$ cat config.mk
export PLATFORM = sky130hd
export DESIGN_NAME = isqs_cell
export DESIGN_NICKNAME = d
export VERILOG_FILES = /design/src/sv/isqs_pkg.sv /design/src/sv/isqs_cell.sv
export SDC_FILE = /design/constraint.sdc
export NUM_CORES = 1
export LEC_CHECK = 0
export BUFFER_PORTS_ARGS = -buffer_cell sky130_fd_sc_hd__buf_4
export CAP_MARGIN = 25
export CORE_AREA = 5 5 152 154
export DETAILED_ROUTE_END_ITERATION = 8
export DIE_AREA = 0 0 157 159
export PLACE_DENSITY = 0.6
export SYNTH_ARGS = -nofsm -noshare
export SYNTH_HDL_FRONTEND = slang
export SYNTH_SLANG_ARGS = --single-unit
export TNS_END_PERCENT = 10
$ cat constraint.sdc
create_clock -name clk -period 7.4 [get_ports clk]
set_input_delay 0.37 -clock clk [delete_from_list [all_inputs] [get_ports clk]]
set_output_delay 0.37 -clock clk [all_outputs]
set_load 0.01 [all_outputs]
$ cat src/sv/isqs_pkg.sv
// ============================================================================
// isqs_pkg
// Shared types, field widths and command codes of the indexed sequence store.
// ============================================================================
package isqs_pkg;

    localparam int OPCODE_W   = 3;
    localparam int POSITION_W = 9;
    localparam int WORD_W     = 32;
    localparam int STATUS_W   = 2;
    localparam int COUNT_W    = 10;

    typedef enum logic [OPCODE_W-1:0] {
        OP_APPEND = 3'd0,
        OP_INSERT = 3'd1,
        OP_REMOVE = 3'd2,
        OP_GET    = 3'd3,
        OP_SET    = 3'd4,
        OP_LENGTH = 3'd5
    } opcode_t;

    typedef enum logic [STATUS_W-1:0] {
        STATUS_DONE      = 2'd0,
        STATUS_BAD_INDEX = 2'd1,
        STATUS_FULL      = 2'd2
    } status_t;

    // What every cell of the chain does on a clock edge.
    typedef enum logic [1:0] {
        CELL_HOLD,
        CELL_LOAD,
        CELL_INSERT,
        CELL_REMOVE
    } cell_op_t;

    typedef struct packed {
        logic [WORD_W-1:0] x;
        logic [WORD_W-1:0] y;
        logic [WORD_W-1:0] z;
    } entry_t;

    // Number of registered radix-8 levels needed to reduce n cells to one; n above 4096 is not covered.
    function automatic int read_levels(input int n);
        int levels;
        levels = 4;
        if (n <= 8)
        begin
            levels = 1;
        end
        else if (n <= 64)
        begin
            levels = 2;
        end
        else if (n <= 512)
        begin
            levels = 3;
        end
        return levels;
    endfunction

endpackage

$ cat src/sv/isqs_cell.sv
// ============================================================================
// isqs_cell
// One storage cell of the chain: holds the entry at a fixed position and
// takes a new entry or a neighbor's entry on the broadcast operation.
// ============================================================================
module isqs_cell
    import isqs_pkg::*;
#(
    parameter int CNT_W = 10,
    parameter int INDEX = 0
)
(
    input  logic             clk,
    input  cell_op_t         op,
    input  logic [CNT_W-1:0] target,
    input  entry_t           fresh,
    input  entry_t           below,
    input  entry_t           above,
    output entry_t           data
);

    localparam logic [CNT_W-1:0] MY_INDEX = CNT_W'(INDEX);

    entry_t entry_reg;
    entry_t entry_next;

    always_comb
    begin
        entry_next = entry_reg;
        case (op)
            CELL_LOAD:
            begin
                if (MY_INDEX == target)
                begin
                    entry_next = fresh;
                end
            end
            CELL_INSERT:
            begin
                if (MY_INDEX == target)
                begin
                    entry_next = fresh;
                end
                else if (MY_INDEX > target)
                begin
                    entry_next = below;
                end
            end
            CELL_REMOVE:
            begin
                if (MY_INDEX >= target)
                begin
                    entry_next = above;
                end
            end
            default:
            begin
                entry_next = entry_reg;
            end
        endcase
    end

    always_ff @(posedge clk)
    begin
        entry_reg <= entry_next;
    end

    assign data = entry_reg;

endmodule

# ---- After elaboration in Yosys (flattened, before gate mapping)
# Cells that the tools add are included.
dict set report totals {
  register_bits 96
  latch_bits 0
  ram_bits 0
  rom_bits 0
  in_bits 301
  out_inout_bits 96
  mem_count 0
}
dict set report classes {
  addsub 0
  multipliers 0
  div 0
  order_cmp 2
  eq_ne 6
  shifts 0
  mux 5
  bitwise 0
  reduce_logical 3
}
# operator n
set op_table {}
lappend op_table {{96-bit 2-to-1 mux} 4}
lappend op_table {{96-bit one-hot mux with 3 select lines} 1}
lappend op_table {{1-bit by 10-bit greater-or-equal comparator with 1-bit output (first input constant)} 1}
lappend op_table {{1-bit by 10-bit > comparator with 1-bit output (first input constant)} 1}
lappend op_table {{10-bit zero test} 1}
lappend op_table {{2-bit equality test (second input constant)} 2}
lappend op_table {{2-bit != test (second input constant)} 2}
lappend op_table {{4-bit AND reduction} 1}
lappend op_table {{3-bit != test (second input constant)} 1}
lappend op_table {{3-bit nonzero test} 1}
lappend op_table {{2-bit by 1-bit equality test with 1-bit output (second input constant)} 1}

# ---- Longest topological paths before layout
# Gate-level depths: netlist (run 1).
dict set report logic_depth {
  word_depth 4
  mapped_depth 6
  depth_no_buf 3
}

# ---- Worst setup path after synthesis (run 1)
# Ideal clock, no wire load.
dict set report synth_timing {
  path_type {in2reg}
  from {input op[0]}
  to {register entry_reg, in the netlist data[0], enable pin}
  setup_time_ns 0.551
  t_arrival_ns 5.244
  slack_ns 1.605
  path_stages 5
  path_buffers 3
  cell_sequence {clkbuf_1 > clkbuf_1 > clkbuf_1 > nor2_1 > nor2_1}
}
dict set report synth_between {
  elab_chain_len 3
  word_cells_on_any_way 8
  cone_classes {6 x eq/ne; 2 x reduce/logical}
}
# element line_no
set synth_lines {}
lappend synth_lines {{start, declared} isqs_cell.sv:14} ;# input cell_op_t op,
lappend synth_lines {{2-bit equality test / 2-bit by 1-bit equality test with 1-bit output (equally long branches)} isqs_cell.sv:30} ;# case (op)
lappend synth_lines {{3-bit != test (no source line) (tied with other cells)} n/a}
lappend synth_lines {{4-bit AND reduction (no source line) (*)} n/a}
lappend synth_lines {{end signal, assigned} isqs_cell.sv:65} ;# entry_reg <= entry_next;
lappend synth_lines {{end, declared} isqs_cell.sv:24} ;# entry_t entry_reg;
# Every way passes the cells marked *; elsewhere a longest branch is shown, timed or not.
# A chain may end at the register's enable or synchronous reset.

# ---- Final worst setup path (run 1)
dict set report layout_timing {
  from {input target[0]}
  to {register entry_reg, in the netlist data[42], enable pin}
}
dict set report layout_between {
  elab_chain_len 3
  word_cells_on_any_way 7
  cone_classes {2 x order compare; 3 x eq/ne; 2 x reduce/logical}
}
# element line_no
set layout_lines {}
lappend layout_lines {{start, declared} isqs_cell.sv:15} ;# input logic [CNT_W-1:0] target,
lappend layout_lines {{1-bit by 10-bit > comparator with 1-bit output (tied with other cells)} isqs_cell.sv:44} ;# else if (MY_INDEX > target)
lappend layout_lines {{3-bit != test (no source line) / 2-bit != test (equally long branches)} n/a}
lappend layout_lines {{4-bit AND reduction (no source line) (*)} n/a}
# Marked as above.

==> metrics, run 1 <==
per-cell routed wire length=21.7 µm; largest area contributor in the synthesized netlist=edfxtp_1; number of register bits inferred by synthesis=96; half-perimeter wire length after detailed placement=19.5 mm; number of vias after detailed routing=7219; Setup Total Neg Slack=0 ns; minimum period implied by the final worst setup slack=2.54 ns; share of synthesized area occupied by flip-flops and latches=44.4%; sequence of cells on the critical path=buf_4 > nor4_1 > nand3_4 > nor2_4 > buf_4 > buf_4; maximum buffer depth of the clock tree=2; CTS root buf=clkbuf_16; antenna violations before repair=0; router iterations before antenna repair=4; unique cell type count in the Yosys netlist=21; cell types with the largest area share after synthesis=edfxtp_1 (44%), o211ai_1 (11%), a31oi_1 (9.3%), nor2b_1 (9.3%), o311ai_1 (6.5%); leakage=0.00359 µW; syn_nets=983; CTS tree=yes; post-synthesis instance total=682; outcome=finished, final reports clean; Synth-to-Final Area Change=52.6%; number of stages on the worst hold path=3; library cell appearing most often on the critical path=buf_4; Resized Gates After CTS=0; number of buffer and inverter instances along the worst setup path=3; Finish-stage setup viols=0; number of buffers added by the clock tree synthesis step=9; number of nets with antenna violations after routing=0; quantity of I/O buffers inserted on ports=396; htree depth=3; max-slew headroom at the worst pin=29.6%; CP Capture Type=flip-flop; effective utilization at floorplan=30.1%; last weighted congestion value of the routability-driven placer=0.818; layout net count=1307; diode insertion count for antenna repair=0; Slew Viols, Final=0; pin count of the biggest net entering global routing=106; initial DRC count=528; post-synth design cell area=6490 µm²; die height=159 µm; number of max-cap violations=0; Placement Rows=54; vias in the first global route=7124; detailed route wirelength on metal3=2.12 mm; clock slew seen by the registers of the worst setup and hold paths=0.07 ns; number of hold-repair buffers added at the cts stage=0; crit share post-route=34.3%; yosys synthesis warning count=0; met1 layer wirelength in the final routing=11.4 mm; Largest delay share family, worst path=buffers and inverters; number of endpoints with negative hold slack in the final report=0; met2 routed WL=13.8 mm; total number of clock tree sinks=96; path category of the worst min-delay check=in2reg; Highest Clock Rate=0.394 GHz; detailed-route wire length=28.0 mm; Top Metal Used=met4; number of inserted filler cells in the final layout=2120; area fraction of the dominant cell type after synthesis=44.4%; RSZ-0062 raised after global routing=no; first-pass GRT wire length=42.1 mm; DP Worst Slack=4.49 ns; synthesized area per cell=9.51 µm²; Max VDD drop=0.102 mV; CP arrival=2.51 ns; overflow left after global routing=0; full die area=25000 µm²; fraction of layout cells with a size suffix above 1=42.5%; Power per Cell Area=141 nW/µm²; critical path's slowest cell=buf_4; die span in x=157 µm; floorplan core area=21600 µm²; Avg Vias per Cell=5.60; number of setup buffers added after CTS=0; DRC errors left=0; max FFs per register=96; maximum cell stage delay along the critical path=0.63 ns; Setup CP Type=in2reg; post-route worst setup slack=4.86 ns; I/O pin cnt=397; Req. time, crit path=7.37 ns; all-layer global routing usage=21.2%; type of origin of the critical path=input pin; crit path max fanout=49; logic depth of the worst setup path including buffers=6; transition time at the pin with the least slew margin=1.06 ns
[final cells by class]
class	instances	area (µm²)	share of cell area, %
timing repair buffer	409	3140	31.8
clock buffer	11	233	2.35
multi-input combinational	490	3220	32.5
clock inverter	4	70.1	0.708
tap	280	350	3.54
sequential	96	2880	29.1
[cell usage in the layout (no fill, tap or decap)]
cell	instances
or2_4	1
buf_12	4
nor2b_1	95
clkinv_2	2
o21ai_0	1
nor4_1	2
nand4_1	1
nand3b_1	1
o31ai_1	1
o211ai_1	95
nand2_1	95
o311ai_1	48
buf_16	1
o311ai_0	46
or4_4	1
nor2_4	1
nand3_4	1
o311ai_2	1
a31oi_1	96
bufinv_16	2
or4_2	1
clkbuf_1	2
buf_6	1
nor2b_4	1
buf_4	403
nor2_1	2
clkbuf_16	9
edfxtp_1	96
[cells by family (layout without fill, tap and decap cells)]
| logic type | Yosys count | after routing | share of synthesized area [%] |
|---|---|---|---|
| buffers and inverters | 96 | 424 | 6.46 |
| flip-flops | 96 | 96 | 44.4 |
| AND/OR/NAND/NOR | 202 | 202 | 15.7 |
| AO/OA/AOI/OAI | 288 | 288 | 33.4 |
[layer usage]
layer | GRT usage, % | vias to the layer above
met1 | 27.7 | 3466
met2 | 35.2 | 316
met3 | 4.24 | 37
met4 | 6.82 | 0
li1 | - | 3400
met5 | 0 | -
[cell usage after synthesis, drive strengths merged]
| cell | number |
|---|---|
| nand4 | 1 |
| nand3b | 1 |
| nor2 | 3 |
| clkbuf | 77 |
| a31oi | 96 |
| or4 | 2 |
| buf | 19 |
| nand3 | 1 |
| o311ai | 95 |
| nor2b | 96 |
| nand2 | 95 |
| o211ai | 95 |
| o31ai | 1 |
| or2 | 1 |
| nor4 | 2 |
| o21ai | 1 |
| edfxtp | 96 |
[final timing paths]
| check | start | end | slack [ns] |
|---|---|---|---|
| hold / removal | above[74] | data[74] | 0.33 |
| setup / recovery | target[0] | data[42] | 4.86 |
[stage by stage]
step / cells / hold WS, ns / total power [µW] / util, % / instance area (µm²)
after detailed placement: 1273 / 0.693 / 913 / 44.3 / 9550
final: 1290 / 0.331 / 1400 / 45.9 / 9900
after global routing: 1290 / 0.328 / 1470 / 45.9 / 9900
after global placement: 1270 / 0.690 / 908 / 44.0 / 9490
after CTS: 1288 / 0.320 / 1410 / 45.7 / 9850
after floorplan: 682 / 0.599 / 751 / - / 6490
[where the power goes]
group	internal [µW]	total [µW]	leakage, µW	switching (µW)
combinational	164	299	0.00261	135
clock	294	497	0.000149	203
sequential	605	605	0.000829	0.135
total	1060	1400	0.00359	338
Power figures use the tool's default switching activity.
==> run 2: changes to the inputs <==
Clock period 7.4 ns to 2.4 ns, I/O delays scaled along.
==> run 2 against run 1 <==
Sequential power grew to 3.1 times the previous value; global-route usage grew 0.39 points; first-iteration DRC count shrank 6.8%; die area is the same; combinational power grew to 3.1 times the previous value; critical path depth shrank 1; non-clock buffer count grew 9; design area grew 1.3%; flip-flop and latch count is the same; clock power grew to 3.0 times the previous value; power grew to 3.1 times the previous value; largest cell class is now non-clock buffers.
==> metrics, run 2 (synthesis results as in run 1) <==
outcome=finished, final reports clean; number of max-cap violations=0; antenna violations before repair=0; Slew Viols, Final=0; router iterations before antenna repair=5; first-pass GRT wire length=42.3 mm; floorplan core area=21600 µm²; diode insertion count for antenna repair=0; leakage=0.00362 µW; endpoint of the worst hold-timing path=data[7]; effective utilization at floorplan=30.1%; number of inserted filler cells in the final layout=2157; CTS tree=yes; RSZ-0062 raised after global routing=no; Placement Rows=54; I/O pin cnt=397; total number of clock tree sinks=96; type of origin of the critical path=input pin; quantity of I/O buffers inserted on ports=396; fraction of layout cells with a size suffix above 1=43.1%; DRC errors left=0; CP Capture Type=flip-flop; layout net count=1316; minimum period implied by the final worst setup slack=1.88 ns; number of endpoints with negative hold slack in the final report=0; CTS root buf=clkbuf_16; Setup CP Type=in2reg; die height=159 µm; Setup Total Neg Slack=0 ns; initial DRC count=492; CP arrival=1.95 ns; Multi-input gate area=3250 µm²; Req. time, crit path=2.48 ns; half-perimeter wire length after detailed placement=20.7 mm; Resized Gates After CTS=0; number of setup buffers added after CTS=0; Power per Cell Area=426 nW/µm²; max-slew headroom at the worst pin=50.3%; last weighted congestion value of the routability-driven placer=0.827; die span in x=157 µm; detailed-route wire length=28.7 mm; full die area=25000 µm²; maximum buffer depth of the clock tree=2; crit share post-route=78.2%; transition time at the pin with the least slew margin=0.746 ns; Max VDD drop=0.272 mV; sequential cell area=2880 µm²; per-cell routed wire length=22.1 µm; number of hold-repair buffers added at the cts stage=0; Highest Clock Rate=0.533 GHz; worst hold start=above[7]; number of buffers added by the clock tree synthesis step=9; crit path max fanout=48; leading cell type in the layout, fill and taps excluded=buf_4; path category of the worst min-delay check=in2reg; number of stages on the worst hold path=3; vias in the first global route=7293; Synth-to-Final Area Change=54.6%; Finish-stage setup viols=0; pin count of the biggest net entering global routing=121; number of nets with antenna violations after routing=0; Avg Vias per Cell=5.61; fin util=46.5%; htree depth=3; clock slew seen by the registers of the worst setup and hold paths=0.08 ns; all-layer global routing usage=21.6%; most frequent cells in the layout=buf_4 (408), a31oi_1 (96), edfxtp_1 (96); number of vias after detailed routing=7299; max FFs per register=96; overflow left after global routing=0
run 2: cell count changes in the layout (fill, tap and decap cells not counted), moves of 2 or more:
cell | previous run | this run
buf_12 | 4 | 9
buf_4 | 403 | 408
clkinv_1 | 0 | 2
clkinv_2 | 2 | 0
clkinvlp_4 | 0 | 3
nor4_1 | 2 | 0
nor4_4 | 0 | 2
run 2: worst max-delay path by stage:
stage | from | end
2_1_floorplan | target[0] | data[0]
3_5_place_dp | target[0] | data[14]
5_1_grt | target[6] | data[43]
6_report | target[0] | data[40]
3_3_place_gp | target[0] | data[40]
4_1_cts | target[0] | data[14]
run 2: worst max-delay path, cell delays in order:
cell and delay [ns]:
buf_4 0.13, or4_2 0.70, buf_12 0.21, o311ai_0 0.59, o211ai_1 0.18
run 2: stage by stage:
| stage | setup slack [ns] | instances | hold slack [ns] | instance area, µm² | total power, µW |
|---|---|---|---|---|---|
| after floorplan | -0.163 | 682 | 0.349 | 6560 | 2320 |
| after global placement | 0.182 | 1284 | 0.438 | 9740 | 2820 |
| after detailed placement | 0.206 | 1284 | 0.441 | 9740 | 2840 |
| after CTS | 0.587 | 1300 | 0.0678 | 10000 | 4320 |
| after global routing | 0.525 | 1300 | 0.0782 | 10000 | 4460 |
| final | 0.522 | 1300 | 0.0823 | 10000 | 4270 |
run 2: report_power, final:
part           switching [µW]  internal [µW]  total, µW
combinational             418            516        934
clock                     672            803       1480
sequential              0.441           1860       1860
total                    1090           3180       4270
run 2: final cells by class:
type,count,share of cell area [%]
Clock inverter,6,0.599
Clock buffer,10,2.28
Timing Repair Buffer,418,32.5
Sequential cell,96,28.7
Tap cell,280,3.49
Multi-Input combinational cell,490,32.4
run 2: layer usage:
metal	vias up	share of wire (%)	track usage, %
met5	-	0	0
met4	0	3.7	9.03
met3	59	9.2	5.30
met2	353	50	37.0
met1	3465	37	25.7
li1	3422	-	-
==> run 3: changes to the inputs <==
Settings changed: ABC_AREA set to 1, CORE_AREA 5 5 152 154 to 5 5 153 155, DIE_AREA 0 0 157 159 to 0 0 158 160.
Clock period 2.4 ns to 2 ns, I/O delays scaled along.
==> run 3 against run 2 <==
Synthesized cell count is 30% higher; worst hold slack worse by 0.0029 ns; power is 21% higher; sequential power is 20% higher; first-iteration DRC count is 14% lower.
==> metrics, run 3 <==
Final Power=5150 µW; dominant register cell in the synthesized netlist=edfxtp_1; post-route worst setup slack=0.676 ns; initial DRC count=422; number of hold-repair buffers added at the cts stage=0; effective utilization at floorplan=30.4%; summed area of non-filler cells in the final layout=10100 µm²; DP Worst Slack=0.327 ns; instance count after placement with tap cells included=1514; Placement Rows=54; antenna violations before repair=0; Finish-stage setup viols=0; DRC errors left=0; I/O pin cnt=397; non-filler cells, final=1530; cell with the most instances after synthesis=nand2_1; half-perimeter wire length after detailed placement=19.1 mm; Synth async-reset ratio=0%; share of synthesized area occupied by flip-flops and latches=43.7%; quantity of I/O buffers inserted on ports=396; most frequent cells in the layout=buf_4 (404), nand2_1 (211), inv_1 (137); type of origin of the critical path=input pin; Synth-to-Final Area Change=53.4%; all-layer global routing usage=19.0%; Post-Place Cell Area=9810 µm²; die span in x=158 µm; Highest Clock Rate=0.755 GHz; transition time at the pin with the least slew margin=0.538 ns; crit path max fanout=110; post-synth design cell area=6600 µm²; max-slew headroom at the worst pin=64.1%; max FFs per register=96; floorplan core area=21700 µm²; Max VDD drop=0.355 mV; die height=160 µm; unique cell type count in the Yosys netlist=18; number of max-cap violations=0; yosys synthesis warning count=0; Req. time, crit path=2.09 ns; number of register bits inferred by synthesis=96; layout net count=1546; detailed-route wire length=25.1 mm; area fraction of the dominant cell type after synthesis=43.7%; CTS tree=yes; synthesized area per cell=7.45 µm²; minimum period implied by the final worst setup slack=1.32 ns; clock slew seen by the registers of the worst setup and hold paths=0.07 ns; full die area=25300 µm²; diode insertion count for antenna repair=0; Avg Vias per Cell=4.58; RSZ-0062 raised after global routing=no; last weighted congestion value of the routability-driven placer=0.819; syn_nets=1186; vias in the first global route=6790; CTS root buf=clkbuf_16; CP arrival=1.42 ns; number of enable flip-flop cells after synthesis=96; critical path launch point=target[4]; most numerous cell types in the synthesized netlist=nand2_1 (211), inv_1 (137), nand3_1 (116); Slew Viols, Final=0; pin count of the biggest net entering global routing=111; outcome=finished, final reports clean; Setup CP Type=in2reg; total number of clock tree sinks=96; per-cell routed wire length=16.4 µm; number of vias after detailed routing=7008; leakage=0.00465 µW; last element of the critical path=data[84]; Resized Gates After CTS=0; maximum buffer depth of the clock tree=2; number of nets with antenna violations after routing=0; fraction of layout cells with a size suffix above 1=36.2%; number of endpoints with negative hold slack in the final report=0; crit share post-route=66.2%; post-synthesis instance total=885; router iterations before antenna repair=4; htree depth=3; path category of the worst min-delay check=in2reg; leading cell type in the layout, fill and taps excluded=buf_4; overflow left after global routing=0; largest area contributor in the synthesized netlist=edfxtp_1; cell types with the largest area share after synthesis=edfxtp_1 (44%), nand2_1 (12%), nand3_1 (8.8%), inv_1 (7.8%), o21bai_1 (7.7%); Power per Cell Area=509 nW/µm²; CP Capture Type=flip-flop; number of buffers added by the clock tree synthesis step=9; first-pass GRT wire length=37.7 mm; number of setup buffers added after CTS=0
## run 3: cell types whose count changed after synthesis, moves of 71 or more
cell      delta
o211ai_1    -95
o21ai_0     +94
nor2_1      +71
nand2_1    +116
nor2b_1     -96
a31oi_1     -95
nand3_1    +115
inv_1      +137
## run 3: how the worst min path moves through the flow
stage               slack, ns  startpoint        to  cells after the start
finish                   0.08   below[90]  data[90]                      3
global route             0.07   below[81]  data[81]                      3
CTS                      0.06   below[90]  data[90]                      3
detailed placement       0.44   below[90]  data[90]                      3
global placement         0.43   below[90]  data[90]                      3
floorplan                0.33   below[62]  data[62]                      2
## run 3: cell type report
cell class | count | area (µm²)
Clock buffer | 10 | 229
Clock inverter | 6 | 83.8
Fill cell | 2208 | 11600
Inverter | 138 | 519
Multi-Input combinational cell | 589 | 2880
Sequential cell | 96 | 2880
Tap cell | 280 | 350
Timing Repair Buffer | 411 | 3170
## run 3: worst max-delay path: stages
cell      delay (ns)
buf_4           0.12
nor2_4          0.11
nand3_2         0.11
nor2_4          0.21
buf_12          0.38
nand2_1         0.11
nand2_1         0.09
o21bai_1        0.06
## run 3: metal layers
metal / up-vias / part of all wire (%) / track usage [%]
met5: - / 0 / 0
li1: 3571 / - / -
met3: 40 / 8.1 / 4.74
met4: 0 / 3.2 / 7.37
met2: 246 / 50 / 33.0
met1: 3151 / 38 / 22.2
## run 3: cell families (layout without fill, tap and decap cells)
group           after synthesis  after routing  share of synthesized area, %
compound gates              174            174                          16.7
buf+inv                     200            565                          13.2
simple gates                415            415                          26.3
flops                        96             96                          43.7
## run 3: power breakdown
part | switching (µW) | leakage, µW | internal, µW | total (µW)
sequential | 0.531 | 0.000829 | 2240 | 2240
combinational | 430 | 0.00367 | 600 | 1030
clock | 794 | 0.000148 | 1090 | 1890
## run 3: per-stage QoR
stage / TNS, ns / hold WS, ns / utilization [%]
6_report: 0 / 0.0794 / 46.7
5_1_grt: 0 / 0.0707 / 46.7
3_3_place_gp: 0 / 0.429 / 45.2
3_5_place_dp: 0 / 0.435 / 45.2
4_1_cts: 0 / 0.0597 / 46.7
2_1_floorplan: -52.84 / 0.333 / -
